### config.mk
export PLATFORM = sky130hd
export DESIGN_NAME = m68k_opcode_class_decoder
export DESIGN_NICKNAME = d
export VERILOG_FILES = /design/src/mocd_pkg.sv /design/src/mocd_match.sv /design/src/m68k_opcode_class_decoder.sv
export SDC_FILE = /design/constraint.sdc
export NUM_CORES = 1
export LEC_CHECK = 0
export BUFFER_PORTS_ARGS = -buffer_cell sky130_fd_sc_hd__buf_2
export CORE_AREA = 8 8 81 68
export CTS_BUF_LIST = sky130_fd_sc_hd__clkbuf_16
export DETAILED_ROUTE_END_ITERATION = 7
export DIE_AREA = 0 0 89 76
export PLACE_DENSITY = 0.92
export RECOVER_POWER = 25
export SYNTH_ARGS = -nofsm -noshare
export SYNTH_HDL_FRONTEND = slang
export SYNTH_SLANG_ARGS = --single-unit
### constraint.sdc
create_clock -name clk -period 4.9 [get_ports clk]
set_input_delay 0.49 -clock clk [delete_from_list [all_inputs] [get_ports clk]]
set_output_delay 0.49 -clock clk [all_outputs]
set_load 0.005 [all_outputs]
### src/mocd_pkg.sv
// ----------------------------------------------------------------------------
// mocd_pkg
// Shared widths and the ordered mask/match pattern list for the 68000
// opcode class decoder. Position + 1 in the list is the class code.
// ----------------------------------------------------------------------------
package mocd_pkg;

	localparam int WORD_W    = 16;
	localparam int CLASS_W   = 7;
	localparam int PAT_COUNT = 82;

	typedef logic [WORD_W-1:0]  word_t;
	typedef logic [CLASS_W-1:0] class_t;

	localparam class_t CLASS_UNKNOWN = class_t'(0);

	// order matters: the first pattern that matches wins, quirks included
	localparam word_t PAT_MASK [PAT_COUNT] = '{
		16'hffff, 16'hffff, 16'hffff, 16'hffff, 16'hffff, 16'hffff, 16'hffff,
		16'hffff, 16'hffff, 16'hffff, 16'hffff, 16'hffff, 16'hffff, 16'hffff,
		16'hfff8, 16'hfff8, 16'hfff8,
		16'hfff0, 16'hfff0,
		16'hffc0, 16'hffc0, 16'hffc0, 16'hffc0, 16'hffc0, 16'hffc0, 16'hffc0,
		16'hffc0, 16'hffc0, 16'hffc0, 16'hffc0, 16'hfe38,
		16'hf0f8, 16'hf1f0, 16'hf1f0, 16'hff80, 16'hff80, 16'hf1c0,
		16'hff00, 16'hff00, 16'hff00, 16'hff00, 16'hff00, 16'hff00, 16'hff00,
		16'hff00, 16'hff00, 16'hff00, 16'hff00, 16'hf0c0, 16'hf130, 16'hf130,
		16'hf0c0, 16'hf130, 16'hf0c0, 16'hf138,
		16'hf1c0, 16'hf1c0, 16'hf1c0, 16'hf1c0, 16'hf1c0, 16'hf1c0, 16'hf1c0,
		16'hf1c0, 16'hf038,
		16'hf018, 16'hf018, 16'hf0c0, 16'hf140, 16'hf018, 16'hf018,
		16'hf100, 16'hf100, 16'hf100, 16'hf000, 16'hf100, 16'hc1c0,
		16'hf000, 16'hf000, 16'hf000, 16'hf000, 16'hf000,
		16'hc000
	};

	localparam word_t PAT_MATCH [PAT_COUNT] = '{
		16'h023c, 16'h027c, 16'h0a3c, 16'h0a7c, 16'h4afc, 16'h4e71, 16'h003c,
		16'h007c, 16'h4e70, 16'h4e73, 16'h4e77, 16'h4e75, 16'h4e72, 16'h4e76,
		16'h4e50, 16'h4840, 16'h4e58,
		16'h4e40, 16'h4e60,
		16'h0800, 16'h0840, 16'h0880, 16'h08c0, 16'h44c0, 16'h40c0, 16'h46c0,
		16'h4840, 16'h4ac0, 16'h4ec0, 16'h4e80, 16'h4800,
		16'h50c8, 16'hc100, 16'h8100, 16'h4880, 16'h4c80, 16'h01c0,
		16'h4200, 16'h0c00, 16'h0a00, 16'h0600, 16'h0200, 16'h0000, 16'h4400,
		16'h4000, 16'h4600, 16'h0400, 16'h4a00, 16'hd0c0, 16'hd100, 16'hc100,
		16'h90c0, 16'h9100, 16'hb0c0, 16'hb108,
		16'h0140, 16'h0180, 16'h0100, 16'h81c0, 16'h80c0, 16'hc1c0, 16'hc0c0,
		16'h41c0, 16'h0008,
		16'he018, 16'he010, 16'h50c0, 16'h4100, 16'he008, 16'he000,
		16'h5000, 16'hb100, 16'h7000, 16'h9000, 16'h5100, 16'h0040,
		16'hd000, 16'hc000, 16'h6000, 16'hb000, 16'h8000,
		16'h0000
	};

endpackage

### src/mocd_match.sv
// ----------------------------------------------------------------------------
// mocd_match
// Tests every pattern in parallel and picks the lowest matching position
// with a priority encoder. Purely combinational.
// ----------------------------------------------------------------------------
module mocd_match (
	input  mocd_pkg::word_t  word,
	output mocd_pkg::class_t cls
);
	import mocd_pkg::*;

	logic [PAT_COUNT-1:0] hit;

	always_comb begin
		for (int i = 0; i < PAT_COUNT; i++) begin
			hit[i] = ((word & PAT_MASK[i]) == PAT_MATCH[i]);
		end
	end

	// walk from the back so the earliest hit is left standing
	always_comb begin
		cls = CLASS_UNKNOWN;
		for (int i = PAT_COUNT - 1; i >= 0; i--) begin
			if (hit[i]) begin
				cls = class_t'(i + 1);
			end
		end
	end

endmodule

### src/m68k_opcode_class_decoder.sv
// ----------------------------------------------------------------------------
// m68k_opcode_class_decoder
// Classifies a 68000 first opcode word into a dense class code
// (0 unknown, otherwise 1-based index of the first matching pattern).
//
//   channel   valid         stall         payload
//   -------   -----------   -----------   ----------------------
//   input     opcode_valid  opcode_stall  opcode_word [15:0]
//   output    class_valid   class_stall   instr_class [6:0]
//
// Two register stages: opcode word into _s1, class code into _s2.
// One beat per cycle sustained while class_stall is low; the pattern match sits
// between the two registers.
// Reset clears both stage valids; the data registers are not reset.
// A stall on the output only backs up into the input once both stages hold
// a beat.
// ----------------------------------------------------------------------------
module m68k_opcode_class_decoder (
	input  logic               clk,
	input  logic               arst_n,
	input  logic               opcode_valid,
	output logic               opcode_stall,
	input  mocd_pkg::word_t    opcode_word,
	output logic               class_valid,
	input  logic               class_stall,
	output mocd_pkg::class_t   instr_class
);
	import mocd_pkg::*;

	logic   vld_s1;
	logic   vld_s2;
	word_t  word_s1;
	class_t cls_s2;
	class_t cls_next;
	logic   load_s2;
	logic   load_s1;

	assign load_s2      = !vld_s2 || !class_stall;
	assign opcode_stall = vld_s1 && !load_s2;
	assign load_s1      = opcode_valid && !opcode_stall;

	mocd_match u_match (
		.word (word_s1),
		.cls  (cls_next)
	);

	always_ff @(posedge clk or negedge arst_n) begin
		if (!arst_n) begin
			vld_s1 <= 1'b0;
			vld_s2 <= 1'b0;
		end else begin
			if (load_s2) begin
				vld_s2 <= vld_s1;
			end
			if (load_s1 || load_s2) begin
				vld_s1 <= load_s1;
			end
		end
	end

	always_ff @(posedge clk) begin
		if (load_s1) begin
			word_s1 <= opcode_word;
		end
		if (load_s2 && vld_s1) begin
			cls_s2 <= cls_next;
		end
	end

	assign class_valid = vld_s2;
	assign instr_class = cls_s2;

endmodule
## After elaboration in Yosys (flattened, before gate mapping)

Cells that the tools add are included.

- Register bits after elaboration: 25
- Word-level logic and storage cells: 186
- Input bits: 20
- Output and inout port bits: 9

- Mux-type cells: 81
- Equality and inequality tests: 80
- Reductions and logical operators: 16

Operators with widths:

| kind | number |
|---|---|
| two-way mux 6 bit | 32 |
| two-way mux 7 bit | 19 |
| equality test 16 x 15 -> 1 bit (second input constant) | 8 |
| equality test 10 x 9 -> 1 bit (second input constant) | 8 |
| two-way mux 5 bit | 16 |
| OR reduction 63 bit | 1 |
| equality test 7 bit (second input constant) | 7 |
| equality test 6 bit (second input constant) | 7 |
| equality test 10 x 6 -> 1 bit (second input constant) | 4 |
| equality test 8 x 7 -> 1 bit (second input constant) | 5 |
| equality test 13 x 12 -> 1 bit (second input constant) | 3 |
| equality test 16 x 10 -> 1 bit (second input constant) | 2 |
| equality test 16 x 12 -> 1 bit (second input constant) | 2 |
| zero test 16 bit | 2 |
| two-way mux 4 bit | 8 |
| OR reduction 31 bit | 1 |
| equality test 7 x 3 -> 1 bit (second input constant) | 4 |
| equality test 9 x 8 -> 1 bit (second input constant) | 3 |
| equality test 12 x 11 -> 1 bit (second input constant) | 2 |
| equality test 4 bit (second input constant) | 5 |
| equality test 9 bit (second input constant) | 2 |
| equality test 16 x 6 -> 1 bit (second input constant) | 1 |
| equality test 16 x 7 -> 1 bit (second input constant) | 1 |
| equality test 8 x 3 -> 1 bit (second input constant) | 2 |
| other kinds (18) | 32 |

## Longest topological paths before layout

Gate-level depths: netlist (run 1).

- Word-level depth: 82
- Mapped depth: 10
- Depth with buffers taken out: 6

## Cells and area by module

A second synthesis (run 1) with hierarchy kept.

- Cells, all modules: 323
- Area, all modules: 2592.5 um2

Modules (own cells, without submodules):

| module | area each (um2) | cells each | seq. area each (um2) | times used |
|---|---|---|---|---|
| mocd_match | 1809.2 | 292 | 0.0 | 1 |
| m68k_opcode_class_decoder | 783.3 | 31 | 740.7 | 1 |

## Worst setup path before layout (run 1)

OpenSTA, ideal clock, no wires.

- Path kind: flip-flop to flip-flop
- Start point: register word_s1[13]
- End point: register cls_s2[1], in the netlist instr_class[1], data pin
- Period minus slack after synthesis: 2344 ps
- Slack: 2556 ps
- Buffers on the path: 1
- Stages on the path, launching flop included: 8
- Setup time: 270 ps
- Arrival time: 2075 ps
- Required time: 4630 ps
- Cell sequence: edfxtp_1 -> buf_6 -> nor4_1 -> nand2_1 -> or3_1 -> o2111a_1 -> o311ai_1 -> nand3_1

- Longest elaborated chain between the ends: 81
- Elaborated cells between the ends (all ways): 160
- Those cells by class: 79 x eq/ne; 80 x mux; 1 x reduce/logical

RTL lines:

| item | RTL line | RTL |
|---|---|---|
| start, declared | m68k_opcode_class_decoder.sv:32 | `word_t word_s1;` |
| start signal, assigned | m68k_opcode_class_decoder.sv:63 | `word_s1 <= opcode_word;` |
| equality test 4 bit | mocd_match.sv:16 | `hit[i] = ((word & PAT_MASK[i]) == PAT_MATCH[i]);` |
| two-way mux 7 bit (18 in a row) | mocd_match.sv:24 | `if (hit[i]) begin` |
| two-way mux 6 bit (32 in a row) | mocd_match.sv:24 |  |
| two-way mux 5 bit (16 in a row) | mocd_match.sv:24 |  |
| two-way mux 4 bit (8 in a row) | mocd_match.sv:24 |  |
| two-way mux 3 bit (4 in a row) | mocd_match.sv:24 |  |
| two-way mux 2 bit (2 in a row) | mocd_match.sv:24 |  |
| end signal, assigned | m68k_opcode_class_decoder.sv:66 | `cls_s2 <= cls_next;` |
| end, declared | m68k_opcode_class_decoder.sv:33 | `class_t cls_s2;` |

Several ways; a longest one is shown, not always the timed one.
A chain may end at the register's enable or synchronous reset.

## Final worst setup path (run 1)

- Start point: register word_s1[14]
- End point: register cls_s2[6], in the netlist instr_class[6], data pin

- Longest elaborated chain between the ends: 20
- Elaborated cells between the ends (all ways): 102
- Those cells by class: 80 x eq/ne; 19 x mux; 3 x reduce/logical

RTL lines:

| item | RTL line |
|---|---|
| zero test 16 bit | mocd_match.sv:16 |
| two-way mux 7 bit (19 in a row) | mocd_match.sv:24 |

Several ways; a longest one is shown, not always the timed one.

==> results of run 1 <==
[metal layers]
| layer | vias to the layer above | track usage, % | part of all wire (%) |
|---|---|---|---|
| met4 | 0 | 4.48 | 2.7 |
| met5 | - | 0 | 0 |
| met3 | 29 | 5.39 | 13 |
| met2 | 223 | 30.1 | 43 |
| li1 | 1283 | - | - |
| met1 | 1277 | 31.6 | 41 |
[logic make-up (layout without fill, tap and decap cells)]
logic type               after synthesis  after routing  synth area share [%]
flip-flops                            25             25                  28.5
AO/OA/AOI/OAI                         97             97                  26.2
multiplexers                           2              2                 0.771
buffers and inverters                 39             41                  6.75
AND/OR/NAND/NOR                      160            160                  36.0
XOR/XNOR                               4              4                  1.35
adder cells (fa/ha/maj)                1              1                 0.386
[Yosys cell counts, types with 4 or more instances]
| library cell | number |
|---|---|
| and3_1 | 5 |
| or3_1 | 4 |
| or4_1 | 5 |
| nor2b_1 | 13 |
| nor4_1 | 11 |
| o311ai_0 | 7 |
| inv_1 | 7 |
| a211oi_1 | 6 |
| nand4_1 | 11 |
| o31ai_1 | 6 |
| nand4b_1 | 4 |
| buf_2 | 14 |
| o22ai_1 | 4 |
| and2_1 | 6 |
| clkbuf_1 | 14 |
| nor3_1 | 11 |
| nor2_1 | 20 |
| edfxtp_1 | 23 |
| nand2b_1 | 12 |
| nand3_1 | 15 |
| a21oi_1 | 17 |
| nand2_1 | 23 |
| o211ai_1 | 12 |
| o21ai_0 | 18 |
| a21boi_0 | 4 |
[sequential cells by signal, indices dropped and copies added (netlist names)]
name	cells
word_s1	16
vld_s1	1
instr_class	7
class_valid	1
[metrics by stage]
step	hold slack, ps	setup slack (ps)
final	0.0981	1530
after global routing	8.82	1320
after CTS	1.57	1590
after detailed placement	278	1610
after global placement	276	1670
after floorplan	194	2560
[worst max path at each step]
stage	startpoint	slack, ps	cells after the start	end
after global routing	word_s1[12]	1320	6	instr_class[6]
after detailed placement	word_s1[12]	1610	6	instr_class[6]
after CTS	word_s1[12]	1590	6	instr_class[6]
after floorplan	word_s1[13]	2560	7	instr_class[1]
after global placement	word_s1[12]	1670	6	instr_class[6]
final	word_s1[14]	1530	6	instr_class[6]
[power groups by stage]
stage                     combinational (W)  clock [W]  sequential (W)
after floorplan                    0.000111          0        0.000269
after CTS                          0.000124   0.000189        0.000291
final                              0.000126   0.000186        0.000293
after detailed placement           0.000123          0        0.000295
after global placement             0.000122          0        0.000294
after global routing               0.000137   0.000197        0.000296
[layout make-up]
type	count	area, µm²
multi-input combinational	264	1680
timing repair buffer	30	154
clock inverter	1	8.76
fill	400	1590
clock buffer	3	75.1
inverter	7	26.3
sequential	25	741
tap	60	75.1
==> impl_metrics.csv, run 1 <==
group,metric,value,unit
outcome,outcome,"finished clean",
timing,slew_headroom,25.9,%
clock_tree,htree_levels,1,
worst_setup_path,worst_path_max_delay_cell,"edfxtp_1",
global_route,grt_max_degree,35,
yosys,yosysSeqAreaShare,28.5,%
route,via_count,2812,
route,routedWlPerCell,19.0,µm
timing,fin_setup_tns,0,ps
worst_setup_path,cp_num_buf_inv,0,
place,dp_hpwl,5350,µm
yosys,netlist_area,2600,µm²
yosys,synthCells,328,
clock_tree,cts.path.max_buffers,2,
yosys,ys.flop_type,"edfxtp_1",
place,dp.cells,386,
global_route,track_usage,21.4,%
clock_tree,path_clk_slew,60,ps
finish,final_common_cell,"buf_2",
worst_setup_path,arrival,3340,ps
place,gp_congestion,0.956,
yosys,synth_cell_types,64,
yosys,synth-edff-count,23,
clock_tree,post_cts.repair.setup_buffers,0,
yosys,synth_area_leaders,"edfxtp_1 27%, o21ai_0 3.5%, o211ai_1 3.5%, nand2_1 3.3%, a21oi_1 3.3%",
worst_setup_path,path_class,"flip-flop to flip-flop",
yosys,yosys_warnings,0,
finish,final_cell_area,2760,µm²
pwr,combPwrFrac,20.8,%
clock_tree,cts_tree,"yes",
global_route,grt-ovfl-total,0,
route,drtAntennaViolNets,0,
yosys,synth_area_per_cell,7.92,µm²
worst_setup_path,required,4870,ps
yosys,yosys.area.top_type_share,26.6,%
timing,period_share,68.8,%
route,drt-pass1-iter-count,6,
global_route,grt_pass1_vias,2362,
floorplanning,rows,22,
job,max_cap_violations,0,
place,placed_area,2680,µm²
worst_setup_path,cpPeakStageDelay,950,ps
route,drc,0,
worst_setup_path,r2r_slack,1530,ps
clock_tree,cts.sinks,25,
pwr,power_frac_seq,48.4,%
finish,area_delta_synth_final,6.31,%
finish,drive_gt1_share,12.4,%
pwr,p_leak,0.939,nW
pwr,clkPwrFrac,30.8,%
clock_tree,ctsHoldBuffers,0,
finish,fin_cells,390,
pwr,p_sw,0.000183,W
place,portBuffers,28,
min_path,hold_class,"input pin to async pin",
route,avgViaCountPerCell,7.21,
pwr,intPower,0.000422,W
finish,final_util,63.5,%
pwr,ir_worst_vdd,0.209,mV
timing,tightest_slew,1100,ps
yosys,yosysTopAreaCell,"edfxtp_1",
route,finalWirelength,7410,µm
timing,rsz0062_at_grt,"false",
finish,mostFrequentLayoutCells,"27 x buf_2, 23 x nand2_1, 23 x edfxtp_1",
floorplanning,dieArea,6760,µm²
floorplanning,ios,29,
yosys,async_flop_share,8.00,%
clock_tree,cts.repair.resized,0,
timing,skew,3.51,ps
clock_tree,cts-root-buf,"clkbuf_16",
floorplanning,dieWidth,89,µm
timing,max_freq,297,MHz
pwr,switching_share,30.2,%
floorplanning,initial_core_util,59.7,%
yosys,syn-num-nets,348,
clock_tree,cts_buffers,3,
pwr,power.density,219,nW/µm²
finish,nets,351,
timing,hold_violations,0,
worst_setup_path,r2r-start,"word_s1[14]",
worst_setup_path,r2r-end,"instr_class[6]",
timing,setup_viol,0,
route,drt_iter0_drc,659,
worst_setup_path,path_common_cell,"o21ai_0",
yosys,synth-seq-cells,25,
timing,slew_viol_final,0,
pwr,p_total,0.000605,W
floorplanning,die_y,76,µm
worst_setup_path,critical_path.top_delay_family,"simple AND/OR/NAND/NOR gates",
worst_setup_path,crit_path_end_kind,"flip-flop",
timing,post-route-min-period,3370,ps
global_route,grt_pass1_wl,11800,µm
worst_setup_path,reg2regPathDepth,6,
floorplanning,core,4350,µm²
clock_tree,clk_latency,260,ps
worst_setup_path,worstPathCellList,"or4b_1 > nor4_1 > o21ai_0 > o21ai_0 > or3_4 > a311oi_2",
worst_setup_path,startpoint_type,"flip-flop",
finish,n_antenna_cell,0,
worst_setup_path,critPathMaxFanout,32,
global_route,antenna_found_initial,0,
Note: power is estimated with default switching activity, not from simulation.
==> run 2: changes to the inputs <==
CORE_AREA = 8 8 87 74   (was 8 8 81 68)
DIE_AREA = 0 0 95 82   (was 0 0 89 76)
PLACE_DENSITY = 0.83   (was 0.92)
clock period = 2.77 ns   (was 4.9 ns; I/O delays follow)
==> run 2 against run 1 <==
  * Maximum frequency rose by 28%
  * Critical path type unchanged
  * Largest cell class unchanged
  * Clock power rose by 75%
  * Cell count rose by 9.0%
  * Critical path depth rose by 1
  * Wire length rose by 11%
  * Clock skew fell by 0.86 ps
==> impl_metrics.csv, run 2 (synthesis results as in run 1) <==
group,metric,value,unit
floorplanning,initial_core_util,50.6,%
pwr,power_frac_seq,44.2,%
pwr,switching_share,30.3,%
global_route,grt_pass1_wl,13100,µm
global_route,grt_pass1_vias,2569,
worst_setup_path,required,2780,ps
finish,n_antenna_cell,0,
timing,setup_viol,0,
clock_tree,path_clk_slew,60,ps
worst_setup_path,crit_path_end_kind,"flip-flop",
worst_setup_path,startpoint_type,"flip-flop",
finish,fin_cells,425,
route,drt-pass1-iter-count,5,
timing,slew_headroom,46.6,%
timing,tightest_slew,791,ps
floorplanning,core,5130,µm²
pwr,ir_worst_vdd,0.282,mV
finish,nets,381,
outcome,outcome,"finished clean",
finish,drive_gt1_share,19.7,%
min_path,hold_class,"input pin to flip-flop",
worst_setup_path,critPathMaxFanout,8,
worst_setup_path,path_class,"flip-flop to flip-flop",
floorplanning,ios,29,
floorplanning,die_y,82,µm
route,finalWirelength,8250,µm
timing,period_share,95.3,%
worst_setup_path,arrival,2650,ps
clock_tree,cts.path.max_buffers,2,
route,drc,0,
place,dp.cells,420,
place,portBuffers,28,
pwr,p_total,0.00111,W
timing,post-route-min-period,2640,ps
timing,hold_violations,0,
clock_tree,clk_latency,260,ps
pwr,intPower,0.000771,W
min_path,hold_depth,1,
finish,area_delta_synth_final,15.3,%
route,routedWlPerCell,19.4,µm
clock_tree,post_cts.repair.setup_buffers,0,
finish,top_register,"word_s1",
timing,skew,2.65,ps
pwr,combPwrFrac,26.4,%
pwr,p_leak,1.08,nW
clock_tree,cts.sinks,25,
clock_tree,cts_buffers,3,
pwr,power.density,369,nW/µm²
worst_setup_path,cpPeakStageDelay,550,ps
global_route,grt_max_degree,27,
global_route,track_usage,21.3,%
finish,final_util,58.3,%
worst_setup_path,worstPathCellList,"buf_4 > and3b_1 > o311ai_0 > o211ai_1 > a2111oi_0 > a211oi_1 > o31a_1",
timing,rsz0062_at_grt,"false",
finish,final_common_cell,"buf_4",
route,via_count,2955,
finish,largest_reg_flops,16,
floorplanning,rows,24,
finish,mostFrequentLayoutCells,"31 x buf_4, 28 x buf_2, 23 x nand2_1, 23 x edfxtp_1, 20 x nor2_1",
timing,max_freq,379,MHz
job,max_cap_violations,0,
route,avgViaCountPerCell,6.95,
clock_tree,cts-root-buf,"clkbuf_16",
route,drtAntennaViolNets,0,
pwr,clkPwrFrac,29.5,%
worst_setup_path,worst_path_max_delay_cell,"a2111oi_0",
global_route,antenna_found_initial,0,
timing,fin_setup_tns,0,ps
timing,slew_viol_final,0,
floorplanning,dieArea,7790,µm²
clock_tree,htree_levels,1,
place,gp_congestion,1.01,
floorplanning,dieWidth,95,µm
worst_setup_path,reg2regPathDepth,7,
route,drt_iter0_drc,574,
clock_tree,cts_tree,"yes",
global_route,grt-ovfl-total,0,
pwr,p_sw,0.000335,W
place,dp_hpwl,6260,µm
[run 2: cell types whose count changed in the layout (fill, tap and decap cells not counted), sizes merged]
cell / change
clkbuf: -1
clkinvlp: +1
dlygate4sd3: +1
buf: +30
inv: -1
[run 2: path summary, 6_finish.rpt]
check                                    start        endpoint  slack [ps]
worst min-delay path            opcode_word[9]      word_s1[9]         180
max in group asynchronous               arst_n          vld_s1        2350
worst max register to register     word_s1[15]  instr_class[2]         130
worst min register to register          vld_s1     class_valid         470
worst max-delay path               word_s1[15]  instr_class[2]         130
min in group asynchronous               arst_n     class_valid         320
[run 2: worst max-delay path, delay by kind of cell, from the launching register on]
family / cells / cell delay (ps)
AND/OR/NAND/NOR: 1 / 150
flip-flops: 1 / 500
AO/OA/AOI/OAI: 5 / 1540
buffers and inverters: 1 / 210
[run 2: cell type report]
type | instances | area (µm²)
clock buffer | 3 | 75.1
clock inverter | 1 | 7.51
fill | 464 | 2140
inverter | 7 | 26.3
multi-input combinational | 264 | 1680
sequential | 25 | 741
tap | 65 | 81.3
timing repair buffer | 60 | 383
[run 2: layer usage]
layer,up-vias,track usage (%),part of all wire [%]
met2,222,31.1,42
met4,0,9.49,3.8
met1,1358,29.6,41
met3,27,4.38,13
li1,1348,-,-
met5,-,0,0
[run 2: per-stage QoR]
stage | setup WS [ps] | hold WS, ps | cell area, µm²
CTS | 156 | 181 | 2990
floorplan | 426 | -18.6 | 2600
finish | 130 | 184 | 2990
global route | 40.7 | 176 | 2990
detailed placement | 167 | 65.8 | 2900
global placement | 216 | 63.6 | 2900
[run 2: power by group through the flow]
| stage | combinational, W | sequential [W] | clock, W |
|---|---|---|---|
| after floorplan | 0.000196 | 0.000476 | 0 |
| after global placement | 0.000281 | 0.000493 | 0 |
| after detailed placement | 0.000283 | 0.000495 | 0 |
| after CTS | 0.000285 | 0.000487 | 0.000334 |
| after global routing | 0.000315 | 0.000493 | 0.000352 |
| final | 0.000291 | 0.000488 | 0.000326 |
[run 2: timing repair]
action / in CTS / in global routing
hold buffers: 1 / 0
endpoints found under the hold margin: 2 / 0
gates resized for setup: 0 / 0
endpoints found under the setup margin: 0 / 0
==> run 3: changes to the inputs <==
CORE_AREA = 8 8 83 70   (was 8 8 87 74)
DIE_AREA = 0 0 91 78   (was 0 0 95 82)
HOLD_SLACK_MARGIN = 0.1   (was unset)
PLACE_DENSITY = 0.88   (was 0.83)
clock period = 2.7 ns   (was 2.77 ns; I/O delays follow)
==> run 3 against run 2 <==
  * Register-to-register slack worse by 60 ps
  * Sequential cell count unchanged
  * Sequential share of layout area down 0.86 points
  * Die area down 8.9%
  * Global-route usage up 1.7 points
  * Cell count up 1.9%
  * Clock skew up 3.6 ps
  * First-iteration DRC count down 7.8%
  * Count of clock-buffer cells in the layout unchanged
  * Non-clock buffer count up 13
  * Largest power group unchanged
==> impl_metrics.csv, run 3 (synthesis results as in run 1) <==
group,metric,value,unit
worst_setup_path,crit_path_end_kind,"flip-flop",
clock_tree,htree_levels,1,
route,drt_iter0_drc,529,
floorplanning,rows,22,
min_path,hold_depth,1,
route,via_count,3012,
timing,post-route-min-period,2630,ps
pwr,power.density,370,nW/µm²
clock_tree,cts.sinks,25,
finish,fill_cells,386,
timing,slew_viol_final,0,
finish,area_delta_synth_final,19.5,%
outcome,outcome,"finished clean",
floorplanning,dieWidth,91,µm
clock_tree,cts-root-buf,"clkbuf_16",
floorplanning,dieArea,7100,µm²
timing,period_share,97.4,%
pwr,p_leak,1.15,nW
worst_setup_path,r2r_slack,70,ps
pwr,p_total,0.00115,W
finish,mostFrequentLayoutCells,"41 x buf_4, 28 x buf_2, 23 x nand2_1, 23 x edfxtp_1, 20 x nor2_1",
global_route,grt_pass1_wl,13600,µm
worst_setup_path,r2r-end,"instr_class[6]",
finish,nets,394,
place,dp_hpwl,6090,µm
worst_setup_path,reg2regPathDepth,7,
pwr,combPwrFrac,28.0,%
timing,slew_headroom,39.0,%
timing,skew,6.25,ps
pwr,clkPwrFrac,29.1,%
timing,hold_violations,0,
finish,n_antenna_cell,0,
pwr,p_sw,0.000346,W
clock_tree,path_clk_slew,70,ps
worst_setup_path,required,2700,ps
clock_tree,cts_tree,"yes",
global_route,grt_pass1_vias,2705,
route,avgViaCountPerCell,6.96,
route,drt-pass1-iter-count,5,
floorplanning,die_y,78,µm
place,placed_area,2950,µm²
place,gp_congestion,1.02,
clock_tree,cts_buffers,3,
pwr,power_frac_seq,42.9,%
worst_setup_path,r2r-start,"word_s1[13]",
finish,largest_reg_flops,16,
worst_setup_path,critPathMaxFanout,6,
clock_tree,cts.path.max_buffers,2,
finish,final_common_cell,"buf_4",
timing,setup_viol,0,
finish,top_register,"word_s1",
global_route,grt-ovfl-total,0,
finish,final_cell_area,3100,µm²
finish,final_util,69.6,%
timing,max_freq,380,MHz
floorplanning,initial_core_util,58.2,%
route,drtAntennaViolNets,0,
pwr,intPower,0.000803,W
floorplanning,core,4460,µm²
timing,tightest_slew,907,ps
min_path,holdPathEnd,"word_s1[2]",
worst_setup_path,arrival,2630,ps
finish,drive_gt1_share,22.5,%
route,drc,0,
job,max_cap_violations,0,
global_route,track_usage,23.0,%
worst_setup_path,path_class,"flip-flop to flip-flop",
clock_tree,clk_latency,260,ps
floorplanning,ios,29,
min_path,hold_class,"input pin to flip-flop",
pwr,switching_share,30.1,%
worst_setup_path,startpoint_type,"flip-flop",
pwr,ir_worst_vdd,0.296,mV
place,portBuffers,28,
global_route,grt_max_degree,27,
route,routedWlPerCell,19.1,µm
min_path,min_from,"opcode_word[2]",
global_route,antenna_found_initial,0,
timing,hold_ws,176,ps
route,finalWirelength,8270,µm
==> run 3: how the worst max path moves through the flow <==
| stage | from | to | slack [ps] | cells after the start |
|---|---|---|---|---|
| finish | word_s1[13] | instr_class[6] | 70 | 7 |
| detailed placement | word_s1[6] | instr_class[2] | 30 | 6 |
| global route | word_s1[13] | instr_class[4] | -10 | 8 |
| CTS | word_s1[8] | instr_class[2] | 20 | 6 |
| floorplan | word_s1[13] | instr_class[1] | 360 | 7 |
| global placement | word_s1[8] | instr_class[2] | 40 | 6 |
==> run 3: final cells by class <==
| type | instances | area, µm² | share of cell area, % |
|---|---|---|---|
| timing repair buffer | 73 | 488 | 15.7 |
| inverter | 7 | 26.3 | 0.847 |
| clock inverter | 1 | 7.51 | 0.242 |
| multi-input combinational | 264 | 1690 | 54.5 |
| tap | 60 | 75.1 | 2.42 |
| clock buffer | 3 | 75.1 | 2.42 |
| sequential | 25 | 741 | 23.9 |
==> run 3: worst max-delay path, stage by stage, from the launching register on <==
cell	delay, ps
edfxtp_1	470
or4b_1	620
nor4_1	580
buf_4	240
o21ai_0	80
o21ai_0	130
or3_4	190
a311oi_2	40
==> run 3: timing repair <==
| item | 4_1_cts | 5_1_grt |
|---|---|---|
| resized for setup | 0 | 3 |
| hold buffers | 1 | 0 |
| buffers inserted | 0 | 8 |
| endpoints found under the hold margin | 2 | 0 |
| setup endpoints to repair | 0 | 7 |
==> run 3: through the flow <==
stage,worst slack (ps),setup TNS (ps),instances
after floorplan,356,0,328
after global placement,39.7,0,420
after detailed placement,34.1,0,420
after CTS,16.4,0,425
after global routing,-11.8,-13.2,433
final,69.3,0,433
==> run 3: metal layers <==
metal  track usage, %  routed length (µm)  part of all wire (%)
met4             6.53                 206                   2.5
met2             34.4                3610                    44
met5                0                   0                     0
met1             31.3                3470                    42
met3             6.63                 974                    12
==> run 3: power groups by stage <==
stage / logic [W] / registers (W) / clock network, W
5_1_grt: 0.000350 / 0.000496 / 0.000357
2_1_floorplan: 0.000201 / 0.000488 / 0
3_5_place_dp: 0.000297 / 0.000504 / 0
3_3_place_gp: 0.000293 / 0.000502 / 0
4_1_cts: 0.000299 / 0.000496 / 0.000340
6_report: 0.000322 / 0.000493 / 0.000334
